==> src/hw/rtl/qbs_pkg.sv <==
// ----------------------------------------------------------------------------
// qbs_pkg
// Shared types and constants for the quantum barrier sync block.
// ----------------------------------------------------------------------------
package qbs_pkg;

    localparam int TIME_W        = 64;
    localparam int IV_W          = 32;
    localparam int CORE_W        = 4;
    localparam int MASK_BITS     = 16;
    localparam int NUM_CORES_DEF = 16;
    localparam int DIV_STEPS     = TIME_W;
    localparam int S_TDATA_W     = 88;
    localparam int M_TDATA_W     = 80;

    localparam logic [IV_W-1:0] IV_RESET = 32'd1000;

    localparam logic ACT_WAIT   = 1'b0;
    localparam logic ACT_SIGNAL = 1'b1;

    typedef enum logic [3:0] {
        ST_IDLE,
        ST_ENTRY,
        ST_CHECK,
        ST_DECIDE,
        ST_CMP,
        ST_MOD,
        ST_CAND,
        ST_REL,
        ST_OUT
    } t_state;

    typedef struct packed {
        logic load;
        logic entry_write;
        logic set_imm;
        logic scan_start;
        logic scan_rel;
        logic adv_init;
        logic mod_start;
        logic mod_take;
        logic next_pass;
        logic nb_from_v;
        logic nb_fail;
        logic out_load;
    } t_cmd;

    typedef struct packed {
        logic is_wait;
        logic core_ok;
        logic time_below;
        logic scan_done;
        logic reached;
        logic v_gt;
        logic mod_done;
        logic carry;
        logic pass;
    } t_sts;

    function automatic logic [IV_W-1:0] f_eff_iv(input logic [IV_W-1:0] iv);
        f_eff_iv = (iv == '0) ? IV_W'(1) : iv;
    endfunction

endpackage

==> src/hw/rtl/qbs_mod.sv <==
// ----------------------------------------------------------------------------
// qbs_mod
// Bit-serial remainder unit: 64-bit dividend modulo 32-bit divisor.
// ----------------------------------------------------------------------------
module qbs_mod (
    input  logic                       i_clk,
    input  logic                       i_rst_n,
    input  logic                       i_start,
    input  logic [qbs_pkg::TIME_W-1:0] i_dividend,
    input  logic [qbs_pkg::IV_W-1:0]   i_divisor,
    output logic                       o_done,
    output logic [qbs_pkg::IV_W-1:0]   o_rem
);
    import qbs_pkg::*;

    localparam int SW = $clog2(DIV_STEPS);

    logic              r_busy;
    logic              r_done;
    logic [SW-1:0]     r_cnt;
    logic [TIME_W-1:0] r_dvd;
    logic [IV_W-1:0]   r_rem;
    logic [IV_W-1:0]   r_div;
    logic [IV_W:0]     trial;
    logic              ge;
    logic [IV_W-1:0]   n_rem;

    always_comb begin
        trial = {r_rem, r_dvd[TIME_W-1]};
        ge    = trial >= {1'b0, r_div};
        n_rem = ge ? IV_W'(trial - {1'b0, r_div}) : trial[IV_W-1:0];
    end

    always_ff @(posedge i_clk) begin
        if (!i_rst_n) begin
            r_busy <= 1'b0;
            r_done <= 1'b0;
        end else begin
            r_done <= 1'b0;
            if (i_start) begin
                r_busy <= 1'b1;
            end else if (r_busy && r_cnt == SW'(DIV_STEPS - 1)) begin
                r_busy <= 1'b0;
                r_done <= 1'b1;
            end
        end
    end

    always_ff @(posedge i_clk) begin
        if (i_start) begin
            r_cnt <= '0;
            r_dvd <= i_dividend;
            r_rem <= '0;
            r_div <= i_divisor;
        end else if (r_busy) begin
            r_cnt <= r_cnt + SW'(1);
            r_dvd <= r_dvd << 1;
            r_rem <= n_rem;
        end
    end

    assign o_done = r_done;
    assign o_rem  = r_rem;

    a_rem_range: assert property (@(posedge i_clk) disable iff (!i_rst_n)
        r_done |-> (r_rem < r_div))
        else $error("remainder not below divisor");

endmodule

==> src/hw/rtl/qbs_ctrl.sv <==
// ----------------------------------------------------------------------------
// qbs_ctrl
// Sequencer for the barrier block: entry, check scan, advance, release, output.
// ----------------------------------------------------------------------------
module qbs_ctrl (
    input  logic          i_clk,
    input  logic          i_rst_n,
    input  logic          i_s_tvalid,
    output logic          o_s_tready,
    output logic          o_m_tvalid,
    input  logic          i_m_tready,
    input  qbs_pkg::t_sts i_sts,
    output qbs_pkg::t_cmd o_cmd
);
    import qbs_pkg::*;

    t_state r_state;
    t_state n_state;
    logic   r_mvalid;
    t_cmd   cmd;

    always_ff @(posedge i_clk) begin
        if (!i_rst_n) begin
            r_state <= ST_IDLE;
        end else begin
            r_state <= n_state;
        end
    end

    always_comb begin
        n_state = r_state;
        cmd     = '0;
        unique case (r_state)
            ST_IDLE: begin
                if (i_s_tvalid) begin
                    cmd.load = 1'b1;
                    n_state  = ST_ENTRY;
                end
            end
            ST_ENTRY: begin
                if (i_sts.is_wait) begin
                    if (!i_sts.core_ok) begin
                        n_state = ST_OUT;
                    end else if (i_sts.time_below) begin
                        cmd.set_imm = 1'b1;
                        n_state     = ST_OUT;
                    end else begin
                        cmd.entry_write = 1'b1;
                        cmd.scan_start  = 1'b1;
                        n_state         = ST_CHECK;
                    end
                end else begin
                    cmd.scan_start = 1'b1;
                    n_state        = ST_CHECK;
                end
            end
            ST_CHECK: begin
                if (i_sts.scan_done) begin
                    n_state = ST_DECIDE;
                end
            end
            ST_DECIDE: begin
                if (i_sts.reached) begin
                    cmd.adv_init = 1'b1;
                    n_state      = ST_CMP;
                end else begin
                    n_state = ST_OUT;
                end
            end
            ST_CMP: begin
                if (i_sts.v_gt) begin
                    cmd.nb_from_v  = 1'b1;
                    cmd.scan_start = 1'b1;
                    cmd.scan_rel   = 1'b1;
                    n_state        = ST_REL;
                end else begin
                    cmd.mod_start = 1'b1;
                    n_state       = ST_MOD;
                end
            end
            ST_MOD: begin
                if (i_sts.mod_done) begin
                    cmd.mod_take = 1'b1;
                    n_state      = ST_CAND;
                end
            end
            ST_CAND: begin
                if (!i_sts.carry) begin
                    cmd.nb_from_v  = 1'b1;
                    cmd.scan_start = 1'b1;
                    cmd.scan_rel   = 1'b1;
                    n_state        = ST_REL;
                end else if (!i_sts.pass) begin
                    cmd.next_pass = 1'b1;
                    n_state       = ST_CMP;
                end else begin
                    cmd.nb_fail = 1'b1;
                    n_state     = ST_OUT;
                end
            end
            ST_REL: begin
                if (i_sts.scan_done) begin
                    n_state = ST_OUT;
                end
            end
            ST_OUT: begin
                if (!r_mvalid || i_m_tready) begin
                    cmd.out_load = 1'b1;
                    n_state      = ST_IDLE;
                end
            end
            default: begin
                n_state = ST_IDLE;
            end
        endcase
    end

    always_ff @(posedge i_clk) begin
        if (!i_rst_n) begin
            r_mvalid <= 1'b0;
        end else if (cmd.out_load) begin
            r_mvalid <= 1'b1;
        end else if (i_m_tready) begin
            r_mvalid <= 1'b0;
        end
    end

    assign o_s_tready = (r_state == ST_IDLE);
    assign o_m_tvalid = r_mvalid;
    assign o_cmd      = cmd;

    a_accept_entry: assert property (@(posedge i_clk) disable iff (!i_rst_n)
        (i_s_tvalid && o_s_tready) |=> (r_state == ST_ENTRY))
        else $error("accepted item did not enter decode");

    a_out_free: assert property (@(posedge i_clk) disable iff (!i_rst_n)
        cmd.out_load |-> (!r_mvalid || i_m_tready))
        else $error("output register overwritten");

endmodule

==> src/hw/rtl/qbs_datapath.sv <==
// ----------------------------------------------------------------------------
// qbs_datapath
// Core clock memory, waiting flags, barrier time, scan and advance arithmetic.
// ----------------------------------------------------------------------------
module qbs_datapath #(
    parameter int NUM_CORES = qbs_pkg::NUM_CORES_DEF
) (
    input  logic                         i_clk,
    input  logic                         i_rst_n,
    input  qbs_pkg::t_cmd                i_cmd,
    output qbs_pkg::t_sts                o_sts,
    input  logic                         i_action,
    input  logic [qbs_pkg::CORE_W-1:0]   i_core,
    input  logic [qbs_pkg::TIME_W-1:0]   i_core_time,
    input  logic [qbs_pkg::MASK_BITS-1:0] i_running,
    input  logic                         i_cfg_we,
    input  logic [qbs_pkg::IV_W-1:0]     i_cfg_wdata,
    output logic [qbs_pkg::TIME_W-1:0]   o_mod_dvd,
    output logic [qbs_pkg::IV_W-1:0]     o_mod_div,
    input  logic                         i_mod_done,
    input  logic [qbs_pkg::IV_W-1:0]     i_mod_rem,
    output logic [qbs_pkg::MASK_BITS-1:0] o_mask,
    output logic [qbs_pkg::TIME_W-1:0]   o_barrier
);
    import qbs_pkg::*;

    localparam int IW = (NUM_CORES > 1) ? $clog2(NUM_CORES) : 1;
    localparam int CW = $clog2(NUM_CORES + 1);

    logic [IV_W-1:0]      r_interval;
    logic [TIME_W-1:0]    r_nb;
    logic                 r_action;
    logic [CORE_W-1:0]    r_core;
    logic [TIME_W-1:0]    r_time;
    logic [MASK_BITS-1:0] r_running;

    logic [TIME_W-1:0]    r_mem [NUM_CORES];
    logic [NUM_CORES-1:0] r_vld;
    logic [NUM_CORES-1:0] r_wait;

    logic                 r_scan_act;
    logic                 r_scan_rel;
    logic [CW-1:0]        r_cnt;
    logic                 r_p_vld;
    logic [IW-1:0]        r_p_idx;
    logic [TIME_W-1:0]    r_p_data;
    logic                 r_p_ent;

    logic                 r_block;
    logic                 r_any;
    logic                 r_have;
    logic [TIME_W-1:0]    r_cmin;
    logic [MASK_BITS-1:0] r_mask;
    logic [TIME_W-1:0]    r_v;
    logic                 r_cy;
    logic                 r_pass;
    logic [MASK_BITS-1:0] r_out_mask;
    logic [TIME_W-1:0]    r_out_nb;

    logic [IV_W-1:0]      iv_eff;
    logic [TIME_W-1:0]    iv64;
    logic [IW-1:0]        wr_addr;
    logic [IW-1:0]        rd_addr;
    logic                 issue;
    logic                 scan_done;
    logic [TIME_W-1:0]    clk_v;
    logic                 below;
    logic                 waiting;
    logic [MASK_BITS-1:0] run_sh;
    logic                 rel_hit;

    always_comb begin
        iv_eff    = f_eff_iv(r_interval);
        iv64      = {{(TIME_W-IV_W){1'b0}}, iv_eff};
        wr_addr   = IW'(r_core);
        rd_addr   = r_cnt[IW-1:0];
        issue     = r_scan_act && (r_cnt != CW'(NUM_CORES));
        scan_done = r_scan_act && (r_cnt == CW'(NUM_CORES)) && !r_p_vld;
        clk_v     = r_p_ent ? r_p_data : '0;
        below     = clk_v < r_nb;
        waiting   = r_wait[r_p_idx];
        run_sh    = r_running >> r_p_idx;
        rel_hit   = r_p_vld && r_scan_rel && waiting && below;
    end

    always_ff @(posedge i_clk) begin
        if (!i_rst_n) begin
            r_interval <= IV_RESET;
            r_nb       <= {{(TIME_W-IV_W){1'b0}}, f_eff_iv(IV_RESET)};
        end else if (i_cfg_we) begin
            r_interval <= i_cfg_wdata;
            r_nb       <= {{(TIME_W-IV_W){1'b0}}, f_eff_iv(i_cfg_wdata)};
        end else if (i_cmd.nb_from_v) begin
            r_nb <= r_v;
        end else if (i_cmd.nb_fail) begin
            r_nb <= r_v - iv64;
        end
    end

    always_ff @(posedge i_clk) begin
        if (!i_rst_n) begin
            r_vld  <= '0;
            r_wait <= '0;
        end else if (i_cmd.entry_write) begin
            r_vld[wr_addr]  <= 1'b1;
            r_wait[wr_addr] <= 1'b1;
        end else if (rel_hit) begin
            r_wait[r_p_idx] <= 1'b0;
        end
    end

    always_ff @(posedge i_clk) begin
        if (i_cmd.entry_write) begin
            r_mem[wr_addr] <= r_time;
        end
        r_p_data <= r_mem[rd_addr];
        r_p_ent  <= r_vld[rd_addr];
        r_p_idx  <= rd_addr;
    end

    always_ff @(posedge i_clk) begin
        if (!i_rst_n) begin
            r_scan_act <= 1'b0;
            r_p_vld    <= 1'b0;
        end else if (i_cmd.scan_start) begin
            r_scan_act <= 1'b1;
            r_p_vld    <= 1'b0;
        end else begin
            r_p_vld <= issue;
            if (scan_done) begin
                r_scan_act <= 1'b0;
            end
        end
    end

    always_ff @(posedge i_clk) begin
        if (i_cmd.scan_start) begin
            r_cnt      <= '0;
            r_scan_rel <= i_cmd.scan_rel;
        end else if (issue) begin
            r_cnt <= r_cnt + CW'(1);
        end
    end

    always_ff @(posedge i_clk) begin
        if (i_cmd.load) begin
            r_action  <= i_action;
            r_core    <= i_core;
            r_time    <= i_core_time;
            r_running <= i_running;
        end
        if (i_cmd.scan_start) begin
            r_block <= 1'b0;
            r_any   <= 1'b0;
            r_have  <= 1'b0;
            r_cmin  <= '1;
        end else if (r_p_vld && !r_scan_rel) begin
            if (below && run_sh[0]) begin
                r_block <= 1'b1;
            end
            if (!below) begin
                r_any <= 1'b1;
            end
            if (waiting && (!r_have || clk_v < r_cmin)) begin
                r_cmin <= clk_v;
                r_have <= 1'b1;
            end
        end
        if (i_cmd.load) begin
            r_mask <= '0;
        end else if (i_cmd.set_imm) begin
            r_mask <= MASK_BITS'(1) << r_core;
        end else if (rel_hit) begin
            r_mask <= r_mask | (MASK_BITS'(1) << r_p_idx);
        end
        if (i_cmd.adv_init) begin
            r_v    <= r_nb + iv64;
            r_cy   <= 1'b0;
            r_pass <= 1'b0;
        end else if (i_cmd.mod_take) begin
            {r_cy, r_v} <= {1'b0, r_cmin} + {{(TIME_W-IV_W+1){1'b0}}, iv_eff - i_mod_rem};
        end else if (i_cmd.next_pass) begin
            r_pass <= 1'b1;
        end
        if (i_cmd.out_load) begin
            r_out_mask <= r_mask;
            r_out_nb   <= r_nb;
        end
    end

    always_comb begin
        o_sts.is_wait    = (r_action == ACT_WAIT);
        o_sts.core_ok    = 32'(r_core) < NUM_CORES;
        o_sts.time_below = r_time < r_nb;
        o_sts.scan_done  = scan_done;
        o_sts.reached    = !r_block && r_any && r_have;
        o_sts.v_gt       = r_v > r_cmin;
        o_sts.mod_done   = i_mod_done;
        o_sts.carry      = r_cy;
        o_sts.pass       = r_pass;
    end

    assign o_mod_dvd = r_cmin - r_v;
    assign o_mod_div = iv_eff;
    assign o_mask    = r_out_mask;
    assign o_barrier = r_out_nb;

    a_write_ok: assert property (@(posedge i_clk) disable iff (!i_rst_n)
        i_cmd.entry_write |-> (o_sts.core_ok && !o_sts.time_below))
        else $error("clock recorded for a released or unknown core");

    a_no_overlap: assert property (@(posedge i_clk) disable iff (!i_rst_n)
        i_cmd.mod_start |-> !r_scan_act)
        else $error("remainder started during a scan");

endmodule

==> src/hw/rtl/quantum_barrier_sync.sv <==
// ----------------------------------------------------------------------------
// quantum_barrier_sync
// Quantum barrier for up to NUM_CORES cores. A wait item below the barrier
// time goes from entry decode straight to the output state, where its result
// is loaded into the output register; so does a wait item for an unknown core.
// Every other item runs a scan of the core clock memory, one entry per cycle;
// when the barrier is reached the barrier time is advanced with a bit-serial
// remainder unit (at most two passes) and, unless the advance fails, a second
// scan releases the waiting cores. An item may also wait for a full output
// register to drain; the next item is taken once the previous one is finished,
// while its result may still sit in the output register.
// ----------------------------------------------------------------------------
module quantum_barrier_sync #(
    parameter int NUM_CORES = qbs_pkg::NUM_CORES_DEF
) (
    input  logic                          i_clk,
    input  logic                          i_rst_n,
    input  logic                          s_axis_tvalid,
    output logic                          s_axis_tready,
    // core[3:0], core_time[67:4], running_mask[83:68], zero fill
    input  logic [qbs_pkg::S_TDATA_W-1:0] s_axis_tdata,
    // action[0]
    input  logic [0:0]                    s_axis_tuser,
    output logic                          m_axis_tvalid,
    input  logic                          m_axis_tready,
    // release_mask[15:0], barrier_time[79:16]
    output logic [qbs_pkg::M_TDATA_W-1:0] m_axis_tdata,
    input  logic                          i_cfg_we,
    input  logic [qbs_pkg::IV_W-1:0]      i_cfg_wdata
);
    import qbs_pkg::*;

    t_cmd                 cmd;
    t_sts                 sts;
    logic [TIME_W-1:0]    mod_dvd;
    logic [IV_W-1:0]      mod_div;
    logic                 mod_done;
    logic [IV_W-1:0]      mod_rem;
    logic [MASK_BITS-1:0] out_mask;
    logic [TIME_W-1:0]    out_nb;

    qbs_ctrl u_ctrl (
        .i_clk      (i_clk),
        .i_rst_n    (i_rst_n),
        .i_s_tvalid (s_axis_tvalid),
        .o_s_tready (s_axis_tready),
        .o_m_tvalid (m_axis_tvalid),
        .i_m_tready (m_axis_tready),
        .i_sts      (sts),
        .o_cmd      (cmd)
    );

    qbs_datapath #(
        .NUM_CORES (NUM_CORES)
    ) u_dp (
        .i_clk       (i_clk),
        .i_rst_n     (i_rst_n),
        .i_cmd       (cmd),
        .o_sts       (sts),
        .i_action    (s_axis_tuser[0]),
        .i_core      (s_axis_tdata[3:0]),
        .i_core_time (s_axis_tdata[67:4]),
        .i_running   (s_axis_tdata[83:68]),
        .i_cfg_we    (i_cfg_we),
        .i_cfg_wdata (i_cfg_wdata),
        .o_mod_dvd   (mod_dvd),
        .o_mod_div   (mod_div),
        .i_mod_done  (mod_done),
        .i_mod_rem   (mod_rem),
        .o_mask      (out_mask),
        .o_barrier   (out_nb)
    );

    qbs_mod u_mod (
        .i_clk      (i_clk),
        .i_rst_n    (i_rst_n),
        .i_start    (cmd.mod_start),
        .i_dividend (mod_dvd),
        .i_divisor  (mod_div),
        .o_done     (mod_done),
        .o_rem      (mod_rem)
    );

    assign m_axis_tdata = {out_nb, out_mask};

endmodule

==> config.mk <==
export PLATFORM = sky130hd
export DESIGN_NAME = quantum_barrier_sync
export DESIGN_NICKNAME = d
export VERILOG_FILES = /design/src/hw/rtl/qbs_pkg.sv /design/src/hw/rtl/qbs_mod.sv /design/src/hw/rtl/qbs_ctrl.sv /design/src/hw/rtl/qbs_datapath.sv /design/src/hw/rtl/quantum_barrier_sync.sv
export SDC_FILE = /design/constraint.sdc
export NUM_CORES = 2
export LEC_CHECK = 0
export ABC_CLOCK_PERIOD_IN_PS = 10900
export BUFFER_PORTS_ARGS = -buffer_cell sky130_fd_sc_hd__buf_4
export CAP_MARGIN = 20
export CORE_ASPECT_RATIO = 0.5
export CORE_MARGIN = 2
export CORE_UTILIZATION = 30
export DETAILED_ROUTE_END_ITERATION = 10
export HOLD_SLACK_MARGIN = 0.02
export PLACE_DENSITY_LB_ADDON = 0.08
export SYNTH_ARGS = -nofsm -noshare
export SYNTH_HDL_FRONTEND = slang
export SYNTH_HIERARCHICAL = 1
export SYNTH_SLANG_ARGS = --single-unit
==> constraint.sdc <==
create_clock -name i_clk -period 10.9 [get_ports i_clk]
set_clock_uncertainty 0.15 [all_clocks]
set_input_delay 1.09 -clock i_clk [delete_from_list [all_inputs] [get_ports i_clk]]
set_output_delay 1.09 -clock i_clk [all_outputs]
set_load 0.01 [all_outputs]
; Word level (Yosys, flattened, before mapping)
; Memory sizes are Yosys's and may differ from the RTL's. A register that Yosys moved wholly into a read port is not among the register bits.
; Index checks and enable logic that the tools add are counted.
[word_totals]
word_cells = 192
memories = 1
input_bits = 126
reg_bits = 596
ramBits = 1024
[mem_list]
columns = name, words, width, read_ports, rd_clocked_by_memory_dff, wr, line
row1 = u_dp.r_mem, 16, 64, 1, 1, 1, qbs_datapath.sv:37  ; logic [TIME_W-1:0] r_mem [NUM_CORES];
[op_classes]
n_shift = 3
bitwise = 8
magnitude_cmp = 10
add_sub_neg = 8
n_eq_ne = 16
muxes = 72
reduce_logical = 41
[ops]
columns = operator, n
row1 = $mux 64, 7
row2 = $lt 64x64->1, 3
row3 = $mux 32, 4
row4 = $add 64x32->65, 1
row5 = $add 64x32->64, 1
row6 = $gt 64x64->1, 1
row7 = $logic_not 32->1, 2
row8 = $mux 16, 4
row9 = $sub 32x32->32, 2
row10 = $sub 64x32->64, 1
row11 = $sub 64x64->64, 1
row12 = $or 16x16->16, 3
row13 = $mux 4, 10
row14 = $pmux 4 s9, 1
row15 = $mux 1, 34
row16 = $ge 33x32->1, 1
row17 = $shl 1x4->16 const A, 2
row18 = $and 16x16->16, 1
row19 = $eq 4x3->1 const B, 4
row20 = $not 16->16, 1
row21 = $reduce_bool 2->1, 8
row22 = $shr 16x4->1, 1
row23 = $lt 4x5->1 const B, 3
row24 = $logic_and 1x1->1, 14
row25 = other kinds (24), 48

; Logic depth before layout (Yosys ltp)
[logic_depth]
depth_word = 8
depth_mapped = 32

; Modules after synthesis
; The synthesis kept the hierarchy.
[by_module_without_submodules]
columns = module, cells_per_inst, instances, area_per_inst_um2
row1 = qbs_datapath, 5432, 1, 73932.2
row2 = qbs_mod, 640, 1, 7138.1
row3 = qbs_ctrl, 69, 1, 483.0

; Least setup slack after synthesis
; OpenSTA, ideal clock, no wires.
[synth_path]
path_type = register to register
start = register u_dp.r_v[0]
end = register u_mod.r_dvd[0] (enable)
arrival_ns = 8.192
slack_ns = 2.140
path_buffers = 2
path_stages_with_launch = 19
required_time_ns = 10.332
path_cell_list = edfxtp_1 -> ha_1 -> fa_1 -> nor2b_1 -> o2111ai_1 -> a31o_2 -> a21oi_1 -> a21oi_1 -> o21ai_0 -> o31ai_1 -> o31ai_1 -> a221oi_1 -> o21ai_0 -> a21oi_1 -> nor4_1 -> clkbuf_1 -> nor2_1 -> clkbuf_1 -> inv_1
[synth_rtl]
columns = element, line
row1 = start: declaration, qbs_datapath.sv:54  ; logic [TIME_W-1:0] r_v;
row2 = start signal: assignment, qbs_datapath.sv:177  ; r_v <= r_nb + iv64;
row3 = start signal: assignment, qbs_datapath.sv:181  ; {r_cy, r_v} <= {1'b0, r_cmin} + {{(TIME_W-IV_W+1){1'b0}}, iv_eff - i_mod_rem};
row4 = end signal: assignment, qbs_mod.sv:52  ; r_dvd <= i_dividend;
row5 = end signal: assignment, qbs_mod.sv:57  ; r_dvd <= r_dvd << 1;
row6 = end: declaration, qbs_mod.sv:21  ; logic [TIME_W-1:0] r_dvd;

; Worst setup path after layout
[layout_path]
start = register u_dp.r_interval[23]
end = register u_dp.r_v[52], data pin
[layout_via]
elab_chain_len = 6
elab_cells_between_ends = 7
[layout_rtl]
columns = element, line
row1 = start: declaration, qbs_datapath.sv:30  ; logic [IV_W-1:0] r_interval;
row2 = start signal: assignment, qbs_datapath.sv:91  ; r_interval <= i_cfg_wdata;
row3 = $logic_not 32->1 *, qbs_pkg.sv:61  ; f_eff_iv = (iv == '0) ? IV_W'(1) : iv;
row4 = $mux 32 *, qbs_pkg.sv:61
row5 = net mod_div[0], quantum_barrier_sync.sv:36  ; logic [IV_W-1:0] mod_div;
row6 = $sub 32x32->32, qbs_datapath.sv:181
row7 = $add 64x32->65, qbs_datapath.sv:181
row8 = $mux 64, qbs_datapath.sv:180  ; end else if (i_cmd.mod_take) begin
row9 = $mux 64 *, qbs_datapath.sv:176  ; if (i_cmd.adv_init) begin
; The timed path passes the listed nets; every way through them passes the cells marked *. The select of a mux whose other input is x is not followed.
; A chain may end at the register's enable or synchronous reset.

==> metrics <==
Post-CTS Repair Setup Buffers 0; Synth Area in XOR/XNOR between 3 and 4%; sequential fraction of the synthesis area slightly below 60%; cts hold-fix bufs 0; post-synth cell types between 90 and 100; Post-route DRC 0; TritonCTS buffer count approximately 180; Routed WL between 200000 and 300000 microns; antenna viol nets, final 0; number of instances in the placed design between 9000 and 10000; DR iter-0 viols roughly 5400; num ports approximately 210; most frequent CP cell nor2_1; count leader, synth edfxtp_1; RePlAce Congestion 0.889; Layout area overhead 14.1%; synth warn 6; WL/cell ~27 microns; Die H between 300 and 400 microns; min Tclk post-route 8.19 ns; fin. max-slew vios 0; Max VDD drop between 0.15 and 0.2 mV; Mapped Nets ~6700; Nets between 6000 and 7000; unrepaired setup endpoints after global routing no; compound-gate portion of the synthesized area approximately a tenth; Tot GR Track Use between 10% and 20%; busiest grt layer met1; Fin Hold WS around 0.25 ns; Rel. slew slack ~24%; Yosys top cell area share about half; Max H-tree Level 4; Bufs on Longest Clock Path 4; Synth Register Bits between 1500 and 2000; Filler cells 26400; CP required ~11 ns; synthesized area per cell ~13 sq um; Pre-antenna DRT Iters 6; Clock Sinks 1684; Synth Area in Adders ~6.6%; core box area around 270000 sq um; Pwr Density 199 nW/um^2; grt met1 use slightly above 30%; cts repair resizes 0; CTS tree done; EDFF count, synth ~1400; clock slew at reported path FFs ~0.07 ns; Root Buffer clkbuf_16; clock latency at the later pin of the worst-skew pair between 0.8 and 0.9 ns; fin util ~34%; simple-gate area share of the yosys netlist under 10%; Post-Layout Cell Count 10100; total negative slack 0 ns; num rows approximately 140; mux contribution to synthesized area ~11%; critical path launch point type flip-flop; final setup fails 0; Post-synth ARST share 0%; CP arrival between 8 and 9 ns; Slowest cell on crit path o21ai_0; largest net degree at the start of global routing 130; Pleak around 34 nW; die width between 700 and 800 microns; PortBufs just over 200; DR vias/cell 5.21; routed vias 52600; GRT met3 Usage approximately 2.4%; status finished, final reports clean; max-capacitance violation count 0; actual slew at the worst max-slew pin 1.13 ns; number of global-route vias before repair around 52000; Tcrit/Tclk final ~75%; first-pass GRT wire length between 300000 and 400000 microns; crit end category flip-flop; Mapped Area around 82000 sq um; Overflow after GRT 0; Post-synth top flop edfxtp_1; Commonest cells post-synth 1350 x edfxtp_1, 437 x inv_1, 424 x a21oi_1; Crit Path Class reg2reg; share of cells above drive strength 1 between 15 and 20%; Post-DP HPWL roughly 190000 microns; main area contributors after synthesis edfxtp_1 50%, mux4_2 9.3%, dfxtp_1 8.2%; met2 usage roughly 28%; Slowest Stage Delay on Critical Path between 0.7 and 0.8 ns; main combinational cell family by area after synthesis multiplexers; die area 276000 sq um; Starting Density about 30%; initial antenna violation count 22; Fin. Hold Viols 0; cell accounting for the most synthesized area edfxtp_1; Cells after Synth between 6000 and 7000; FMAX between 100 and 150 MHz; Worst Hold Class in2reg; crit path max fanout 6
## cells by family after synthesis
group / Yosys count
other cells: 1
xor+xnor: 289
mux: 470
fa+ha+maj: 427
simple gates: 1178
buf+inv: 732
flops: 1684
compound gates: 1360
## per-layer routing
| layer | vias to the layer above | routed length, microns |
|---|---|---|
| met5 | - | 0 |
| met4 | 0 | 6080 |
| met3 | 301 | 14900 |
| met2 | 1649 | 114000 |
| met1 | 26900 | 138000 |
| li1 | 23800 | - |
## registers in the layout, indices dropped and copies added, names as in the netlist, 4 cells and up
| name | flops |
|---|---|
| u_mod/r_div | 32 |
| u_mod/r_cnt | 6 |
| u_dp/r_running | 16 |
| u_dp/r_p_data | 64 |
| u_dp/r_core | 4 |
| u_mod/o_rem | 32 |
| u_dp/r_interval | 32 |
| u_dp/r_cmin | 64 |
| u_dp/r_mask | 16 |
| u_ctrl/r_state | 4 |
| u_dp/o_barrier | 64 |
| u_dp/r_v | 64 |
| u_mod/r_dvd | 64 |
| u_dp/r_p_idx | 4 |
| u_dp/r_wait | 16 |
| u_dp/r_mem | 1024 |
| u_dp/r_nb | 64 |
| u_dp/r_cnt | 5 |
| u_dp/r_vld | 16 |
| u_dp/r_time | 64 |
| u_dp/o_mask | 16 |
## critical path: cells and delay by family (launching register included)
kind / cells / cell delay [ns]
flip-flops: 1 / 0.46
AND/OR/NAND/NOR: 10 / 2.01
AO/OA/AOI/OAI: 14 / 4.25
buffers and inverters: 1 / 0.06
adder cells (fa/ha/maj): 3 / 0.86
XOR/XNOR: 1 / 0.16
## stage by stage
stage                     setup WS (ns)  cell area (sq um)  power (mW)
after floorplan                    2.14              81600        11.1
after global placement             2.68              87400        12.6
after detailed placement           2.77              87500        12.6
after CTS                          2.68              93000        18.7
after global routing               2.24              93100        19.4
final                              2.71              93100        18.5
## worst paths after layout
check	slack [ns]	cells past startpoint	from	endpoint
worst max-delay path	2.71	29	u_dp/r_interval[23]	u_dp/r_v[52]
worst min-delay path	0.25	1	s_axis_tdata[82]	u_dp/r_running[14]
worst max register to register	2.71	29	u_dp/r_interval[23]	u_dp/r_v[52]
worst min register to register	0.29	0	u_dp/r_mask[3]	u_dp/o_mask[3]
## final cells by class
class                   instances  area [sq um]  area share [%]
inverters                     437          1640            1.76
clock buffers                 245          4970            5.34
diodes                          7          17.5          0.0188
repair buffers                307          2470            2.66
clock inverters                69           556           0.597
multi-input cells            3725         31600            34.0
flip-flops and latches       1684         47200            50.7
well taps                    3630          4540            4.88
## power breakdown
part | internal [mW] | total [mW] | leakage [nW] | switching, mW
Clock | 3.35 | 6.00 | 2.72 | 2.65
Combinational | 2.10 | 4.56 | 16.1 | 2.47
Sequential | 7.35 | 7.93 | 15.0 | 0.578
## cell usage in the layout, fill, tap and decap left out, types with 54 or more instances in the layout
master     synthesis  final
a21o_1           243    243
a21oi_1          424    424
buf_4              8    294
clkbuf_16          0    182
dfxtp_1          334    329
edfxtp_1        1350   1350
ha_1             421    421
inv_1            437    433
mux2_2            67     67
mux2i_1           68     68
mux4_2           335    335
nand2_1          327    325
nand2b_1          54     54
nand3_1          105    105
nand4_1          118    118
nor2_1           240    227
nor2b_1           76     74
o21ai_0          236    236
o31ai_1           79     79
xnor2_1          214    214
xor2_1            75     75
(Power assumes the default switching activity.)
